===== config.mk =====
export PLATFORM = sky130hd
export DESIGN_NAME = ame_alu
export DESIGN_NICKNAME = d
export VERILOG_FILES = /design/src/sv/ame_pkg.sv /design/src/sv/ame_alu.sv
export SDC_FILE = /design/constraint.sdc
export NUM_CORES = 2
export LEC_CHECK = 0
export BUFFER_PORTS_ARGS = -buffer_cell sky130_fd_sc_hd__clkbuf_2
export CAP_MARGIN = 20
export CORE_MARGIN = 2
export CORE_UTILIZATION = 30
export DETAILED_ROUTE_END_ITERATION = 10
export MAX_ROUTING_LAYER = met4
export SYNTH_ARGS = -nofsm -noshare
export SYNTH_HDL_FRONTEND = slang
export SYNTH_SLANG_ARGS = --single-unit

===== constraint.sdc =====
create_clock -name i_clk -period 33.7 [get_ports i_clk]
set_clock_uncertainty 0.15 [all_clocks]
set_input_delay 1.685 -clock i_clk [delete_from_list [all_inputs] [get_ports i_clk]]
set_output_delay 1.685 -clock i_clk [all_outputs]
set_load 0.005 [all_outputs]

===== src/sv/ame_pkg.sv =====
// ----------------------------------------------------------------------------
// Accumulator machine execute package
// Shared types, opcodes and sizes for the accumulator machine execute block.
// ----------------------------------------------------------------------------
package ame_pkg;

    localparam int MemWords = 256;
    localparam int AddrW    = $clog2(MemWords);
    localparam int CountW   = $clog2(MemWords + 1);

    typedef enum logic [4:0] {
        OP_LOAD   = 5'd0,
        OP_READ   = 5'd1,
        OP_CLEAR  = 5'd2,
        OP_AT     = 5'd3,
        OP_SET    = 5'd4,
        OP_INSERT = 5'd5,
        OP_ERASE  = 5'd6,
        OP_ADDC   = 5'd7,
        OP_SUBC   = 5'd8,
        OP_MULC   = 5'd9,
        OP_DIVC   = 5'd10,
        OP_ADDM   = 5'd11,
        OP_SUBM   = 5'd12,
        OP_MULM   = 5'd13,
        OP_DIVM   = 5'd14,
        OP_JREL   = 5'd15,
        OP_JZ     = 5'd16,
        OP_JNZ    = 5'd17,
        OP_NOOP   = 5'd18,
        OP_HALT   = 5'd19,
        OP_OUTPUT = 5'd20,
        OP_CHKMEM = 5'd21
    } t_op;

    typedef enum logic [1:0] {
        RS_RUN  = 2'd0,
        RS_HALT = 2'd1,
        RS_ERR  = 2'd2
    } t_run;

    typedef enum logic [2:0] {
        ARITH_ADD,
        ARITH_SUB,
        ARITH_MUL,
        ARITH_DIV
    } t_arith;

    typedef enum logic [3:0] {
        S_IDLE,
        S_RDWAIT,
        S_RDDATA,
        S_SHIFT_RD,
        S_SHIFT_WR,
        S_ARITH,
        S_ARWAIT,
        S_DONE
    } t_state;

    typedef struct packed {
        logic   start;
        t_arith op;
        logic   busy;
        logic   done;
    } t_alu_ctl;

endpackage


===== src/sv/ame_alu.sv =====
// ----------------------------------------------------------------------------
// Accumulator machine arithmetic unit
// Add and subtract registered directly from the start inputs, multiply by
// accumulating 16-bit partial products, signed divide by restoring division.
// ----------------------------------------------------------------------------
module ame_alu (
    input  logic                 i_clk,
    input  logic                 i_rst_n,
    input  ame_pkg::t_alu_ctl    i_ctl,
    input  logic [63:0]          i_a,
    input  logic [63:0]          i_b,
    output ame_pkg::t_alu_ctl    o_stat,
    output logic [63:0]          o_res
);
    import ame_pkg::*;

    logic        r_busy, n_busy;
    logic        r_done, n_done;
    t_arith      r_op, n_op;
    logic [6:0]  r_cnt, n_cnt;
    logic [63:0] r_acc, n_acc;
    logic [63:0] r_quo, n_quo;
    logic [63:0] r_rem, n_rem;
    logic [63:0] r_b, n_b;
    logic        r_neg, n_neg;
    logic [64:0] w_trial;
    logic [31:0] w_pp;
    logic [1:0]  w_ai, w_bi;

    assign w_ai    = r_cnt[3:2];
    assign w_bi    = r_cnt[1:0];
    assign w_pp    = r_quo[16*w_ai +: 16] * r_b[16*w_bi +: 16];
    assign w_trial = {r_rem[62:0], r_quo[63]} - {1'b0, r_b};

    always_comb begin
        n_busy = r_busy;
        n_done = 1'b0;
        n_op   = r_op;
        n_cnt  = r_cnt;
        n_acc  = r_acc;
        n_quo  = r_quo;
        n_rem  = r_rem;
        n_b    = r_b;
        n_neg  = r_neg;
        if (i_ctl.start) begin
            n_op   = i_ctl.op;
            n_cnt  = '0;
            unique case (i_ctl.op)
                ARITH_ADD: begin
                    n_acc  = i_a + i_b;
                    n_done = 1'b1;
                end
                ARITH_SUB: begin
                    n_acc  = i_a - i_b;
                    n_done = 1'b1;
                end
                ARITH_MUL: begin
                    n_busy = 1'b1;
                    n_acc  = '0;
                    n_quo  = i_a;
                    n_b    = i_b;
                end
                default: begin
                    n_busy = 1'b1;
                    n_quo  = i_a[63] ? (64'd0 - i_a) : i_a;
                    n_b    = i_b[63] ? (64'd0 - i_b) : i_b;
                    n_neg  = i_a[63] ^ i_b[63];
                    n_rem  = '0;
                end
            endcase
        end else if (r_busy) begin
            if (r_op == ARITH_MUL) begin
                if (32'(w_ai) * 32'd16 + 32'(w_bi) * 32'd16 < 32'd64) begin
                    n_acc = r_acc + (64'(w_pp) << (16 * (w_ai + w_bi)));
                end
                n_cnt = r_cnt + 7'd1;
                if (r_cnt == 7'd15) begin
                    n_busy = 1'b0;
                    n_done = 1'b1;
                end
            end else begin
                if (!w_trial[64]) begin
                    n_rem = w_trial[63:0];
                end else begin
                    n_rem = {r_rem[62:0], r_quo[63]};
                end
                n_quo = {r_quo[62:0], ~w_trial[64]};
                n_cnt = r_cnt + 7'd1;
                if (r_cnt == 7'd63) begin
                    n_busy = 1'b0;
                    n_done = 1'b1;
                    n_acc  = r_neg ? (64'd0 - {r_quo[62:0], ~w_trial[64]})
                                   : {r_quo[62:0], ~w_trial[64]};
                end
            end
        end
    end

    always_ff @(posedge i_clk) begin
        if (!i_rst_n) begin
            r_busy <= 1'b0;
            r_done <= 1'b0;
            r_cnt  <= '0;
            r_op   <= ARITH_ADD;
        end else begin
            r_busy <= n_busy;
            r_done <= n_done;
            r_cnt  <= n_cnt;
            r_op   <= n_op;
        end
        r_acc <= n_acc;
        r_quo <= n_quo;
        r_rem <= n_rem;
        r_b   <= n_b;
        r_neg <= n_neg;
    end

    assign o_stat.start = 1'b0;
    assign o_stat.op    = r_op;
    assign o_stat.busy  = r_busy;
    assign o_stat.done  = r_done;
    assign o_res        = r_acc;

endmodule


### After elaboration in Yosys (flattened, before gate mapping)

Index checks and enable logic that the tools add are counted.

* $add $sub $neg: 10
* multiply operators: 1
* magnitude comparators: 1
* eq/ne operators: 10
* shift-type cells: 3
* muxes and demuxes: 31
* bitwise logic cells: 5
* reduce and logical (&&, ||, !) cells: 11

Operators by type and width (number)
* 64-bit two-way mux: 11
* 63-bit two-way mux: 5
* 64-bit case mux with 2 select lines: 2
* 64-bit case mux with 3 select lines: 1
* 1-bit by 64-bit subtractor with 64-bit output, first input constant: 3
* 64-bit adder: 2
* 64-bit by 7-bit variable part select with 16-bit output: 2
* 64-bit by 64-bit subtractor with 65-bit output: 1
* 32-bit by 7-bit << shifter with 64-bit output: 1
* 64-bit subtractor: 1
* 16-bit by 16-bit multiplier with 32-bit output: 1
* 1-bit two-way mux: 12
* 6-bit by 6-bit adder with 7-bit output: 1
* 7-bit by 1-bit adder with 7-bit output, second input constant: 1
* 7-bit by 4-bit equality test with 1-bit output, second input constant: 1
* 7-bit by 6-bit equality test with 1-bit output, second input constant: 1
* 7-bit less-than comparator, second input constant: 1
* 3-bit by 2-bit equality test with 1-bit output, second input constant: 2
* 2-bit inequality test, second input constant: 3
* 3-bit AND reduction: 2
* 4-bit by 1-bit inequality test with 1-bit output, second input constant: 1
* 1-bit inverter: 4
* 2-bit AND reduction: 2
* 4-bit AND reduction: 1
* other kinds (9): 10

* bits in registers: 268
* output and inout bits: 70

### Logic depth before layout (Yosys ltp)

* word-level depth: 8
* depth in mapped cells: 43
* gate-level depth less buffers: 40

### Worst setup path before layout

OpenSTA, ideal clock, no wires.

* path type: register to register
* start: register r_cnt[2]
* end: register r_acc[63], in the netlist o_res[63] (data pin)
* setup time: 261 ps
* arrival time: 10175 ps
* required time: 33289 ps
* slack: 23115 ps
* cell stages (with the launch flop): 39
* period minus slack after synthesis: 10585 ps
* path through: dfxtp_1 -> clkbuf_1 -> clkbuf_1 -> clkbuf_1 -> o21a_1 -> clkbuf_1 -> nand2_1 -> fa_1 -> inv_1 -> fa_1 -> fa_1 -> fa_1 -> fa_1 -> inv_1 -> fa_1 -> inv_1 -> ha_1 -> clkbuf_1 -> (+3 left out) -> o21ai_0 -> or3_1 -> o21ai_0 -> o21bai_1 -> a21oi_1 -> xnor2_1 -> o22ai_1 -> ha_1 -> a21o_1 -> a2111oi_0 -> o32ai_1 -> a31o_2 -> a41oi_1 -> o41ai_1 -> a2111oi_0 -> a21oi_1 -> xnor2_1 -> a221o_1

* cells in the longest elaborated chain, start to end: 8
* elaborated cells between the ends (all ways): 9
* those cells by class: add/sub: 2; mul: 1; shift: 2; mux: 4

Ends and longest elaborated chain
* start: declaration: line ame_alu.sv:20 `logic [6:0] r_cnt, n_cnt;`
* start signal: assignment: line ame_alu.sv:108 `r_cnt <= n_cnt;`
* 64-bit by 7-bit variable part select with 16-bit output: line ame_alu.sv:32 `assign w_pp = r_quo[16*w_ai +: 16] * r_b[16*w_bi +: 16];`
* 16-bit by 16-bit multiplier with 32-bit output: line ame_alu.sv:32
* 32-bit by 7-bit << shifter with 64-bit output (*): line ame_alu.sv:74 `n_acc = r_acc + (64'(w_pp) << (16 * (w_ai + w_bi)));`
* 64-bit adder (*): line ame_alu.sv:74
* 64-bit two-way mux (*): line ame_alu.sv:73 `if (32'(w_ai) * 32'd16 + 32'(w_bi) * 32'd16 < 32'd64) begin`
* 64-bit two-way mux (*): line ame_alu.sv:72 `if (r_op == ARITH_MUL) begin`
* 64-bit two-way mux (*): line ame_alu.sv:71 `end else if (r_busy) begin`
* 64-bit two-way mux (*): line ame_alu.sv:45 `if (i_ctl.start) begin`
* named net n_acc[63]: line ame_alu.sv:21 `logic [63:0] r_acc, n_acc;`
* end signal: assignment: line ame_alu.sv:111 `r_acc <= n_acc;`
* end: declaration: line ame_alu.sv:21

Mark *: on every way through the listed nets, which the timed path passes. The rest lies on a longest branch. The select of a mux whose other input is x is not followed.
A chain may end at the register's enable or synchronous reset.

### Worst setup path in the final report

* start: register r_cnt[3]
* end: register r_acc[63], in the netlist o_res[63] (data pin)

The elaborated chain is that of the path after synthesis.

==> impl_metrics.yaml <==
min_path:
  hold_class: "flip-flop to flip-flop"
  min_path_cells: 2
  hold_path.startpoint: "r_cnt[6]"
  holdPathEnd: "r_cnt[6]"
drt:
  post_drt_wl_per_cell_microns: 23.5
  drtIter0Drc: 3366
  drtPass1Iterations: 6
  ant_nets: 0
  drc: 0
  vias: 34429
  wl_microns: 147000
  vias_per_cell: 5.51
yosys:
  synth-adder-area-share_pct: 21.1
  muxShareOfSynthArea_pct: 2.67
  synth_top_family_by_area: "adder cells"
  ys.warnings.count: 0
  synth-edff-count: 256
  netlist.top_cell.by_area: "edfxtp_1"
  yosys.area_share.simple_pct: 18.4
  ys_top_cells_by_count: "nand2_1 (500), nor2_1 (455), a21oi_1 (390), inv_1 (387), ha_1 (300)"
  synth_top_area_share_pct: 21.0
  synth_top_cells_by_area: "edfxtp_1 (21%), fa_1 (11%), ha_1 (10%)"
  synthArstFlopShare_pct: 0
  postSynthAreaPerCell_sq_um: 8.16
  synth-xor-area-share_pct: 10.1
  syn_inst: 4486
  ys_types: 87
  syn-num-nets: 5120
  synth-main-ff-cell: "edfxtp_1"
  yosysSeqAreaShare_pct: 21.6
  synth_area_sq_um: 36600
  yosysMostFrequentCell: "nand2_1"
  ys_ff_latch: 268
  synth_compound_area_share_pct: 20.0
setup_path:
  crit_type: "flip-flop to flip-flop"
  crit_slowest_cell: "a2111oi_0"
  reg2reg_to: "o_res[63]"
  r2r-start: "r_cnt[3]"
  slowest_delay_ns: 0.95
  required_ns: 33.85
  regToRegSetupSlack_ns: 20.86
  crit_path_frequent_cell: "fa_1"
  reg2regPathDepth: 38
  cp-start-kind: "flip-flop"
  cp_max_fo: 28
  cp-end-kind: "flip-flop"
  crit_start: "r_cnt[3]"
  arrival_ns: 13.00
clock_network:
  cts_tree: "done"
  clkSinkCount: 268
  clock_latency_ns: 0.56
  cts_made_buffers: 35
  cts_setup_buffers: 0
  postCtsResizedCells: 0
  cts.path.max_buffers: 3
  ctsHtreeMaxLevel: 2
  cts-root-buf: "clkbuf_16"
  clk_pin_slew_ns: 0.06
  cts-hold-fix-buffers: 0
grt:
  grt_pass1_vias: 33011
  grt_max_degree: 79
  met3_usage_pct: 4.48
  grt_remaining_overflow: 0
  grt_antenna_before_repair: 54
  use_met2_pct: 36.7
  grt_usage_pct: 23.6
  top_usage_layer: "met2"
  gr-usage-met1_pct: 29.6
  grt_pass1_wl_microns: 215000
die:
  dieArea_sq_um: 125000
  core_area_sq_um: 121000
  initial_core_util_pct: 30.2
  die_w_microns: 353
  rows: 128
  die_height_microns: 353
  io_pins: 206
timing:
  finalHoldViolations: 0
  worstMarginPinSlew_ns: 1.19
  period_needed_ns: 12.84
  max_freq_ghz: 0.0779
  finalSetupTns_ns: 0
  setup_viol: 0
  max_slew_margin_pct: 19.8
  min_period_over_period_pct: 38.1
  final_max_slew_viol_count: 0
  rsz0062_at_grt: "no"
cells_and_area:
  drive_gt1_share_pct: 7.97
  nets: 5191
  final_area_sq_um: 40500
  area_growth_pct: 10.5
placement:
  gp_congestion: 0.970
  dp_hpwl_microns: 119000
  numPortBuffers: 202
  dpl_cell_area_sq_um: 39200
flow_run:
  max_cap_viol_count: 0
run_status:
  status: "finished clean"
flip-flops by register name, summed over array words and instances (netlist names):
name    cells
r_cnt       7
r_busy      1
o_res      64
r_done      1
r_op        3
r_quo      64
r_b        64
r_rem      63
r_neg       1
layout make-up:
class / instances / area, sq um
Clock inverter: 15 / 228
Sequential cell: 268 / 7930
Tap cell: 1625 / 2030
Fill cell: 12994 / 80900
Clock buffer: 45 / 923
Inverter: 389 / 1460
Antenna cell: 39 / 97.6
Multi-Input combinational cell: 3622 / 26500
Timing Repair Buffer: 241 / 1340
worst max-delay path: cells and delay by family, from the launching register on:
family,cells,cell delay [ns]
AO/OA/AOI/OAI,15,5.77
XOR/XNOR,2,0.42
adder cells (fa/ha/maj),8,3.92
buffers and inverters,5,0.56
flip-flops,1,0.30
multiplexers,2,0.60
AND/OR/NAND/NOR,6,0.85
cell families after synthesis:
logic type	count (synthesis)
compound gates	1168
xor+xnor	424
fa+ha+maj	498
buf+inv	596
flops	268
mux	68
other cells	1
simple gates	1463
how the worst max path moves through the flow:
stage               cells past startpoint         to  slack (ns)
floorplan                              38  o_res[63]       23.11
global placement                       38  o_res[63]       21.23
detailed placement                     38  o_res[63]       21.25
CTS                                    38  o_res[63]       21.20
global route                           38  o_res[63]       20.24
finish                                 38  o_res[63]       20.86
cells in the final DEF, fill, tap and decap left out, types with 13 or more instances in the layout:
cell / netlist / routed
nor3_1: 79 / 79
clkbuf_16: 0 / 35
xnor2_1: 230 / 230
and2_1: 67 / 66
inv_1: 387 / 385
xor2_1: 194 / 194
nand4_1: 50 / 50
edfxtp_1: 256 / 256
or2_2: 13 / 13
nand3_1: 65 / 65
a31oi_1: 42 / 42
o21a_1: 41 / 41
clkbuf_2: 0 / 201
nand2b_1: 33 / 33
a21oi_1: 390 / 390
nor4_1: 22 / 22
fa_1: 198 / 198
mux2i_1: 37 / 37
buf_4: 3 / 37
ha_1: 300 / 300
nand2_1: 500 / 499
o41ai_1: 23 / 23
o211ai_1: 18 / 18
o21bai_1: 47 / 47
a211oi_1: 36 / 36
o31ai_1: 27 / 27
nor2_1: 455 / 453
o21ai_0: 239 / 239
a21boi_0: 16 / 16
o22ai_1: 31 / 31
a22oi_1: 16 / 16
a21o_1: 120 / 120
and3_1: 31 / 31
mux4_2: 23 / 23
nor2b_1: 32 / 32
or3_1: 59 / 59
diode_2: 0 / 39
routing by layer:
layer  wire length, microns  vias up  part of all wire [%]
met5                      0        -                     0
met4                   7300        0                   5.0
met3                  12200      276                   8.3
met2                  66900     1487                    46
met1                  60400    16709                    41
li1                       -    15957                     -
through the flow:
stage | instances | setup WS, ns | hold WS (ns) | utilization (%)
after CTS | 6202 | 21.20 | 0.340 | 33.2
after global routing | 6241 | 20.24 | 0.370 | 33.3
after floorplan | 4486 | 23.11 | 0.303 | -
after global placement | 6142 | 21.23 | 0.321 | 32.3
final | 6244 | 20.86 | 0.351 | 33.3
after detailed placement | 6142 | 21.25 | 0.332 | 32.3
Power is left out: the tool's default activity adds up to more than one toggle a clock period on the data nets, which glitch-free logic cannot reach.
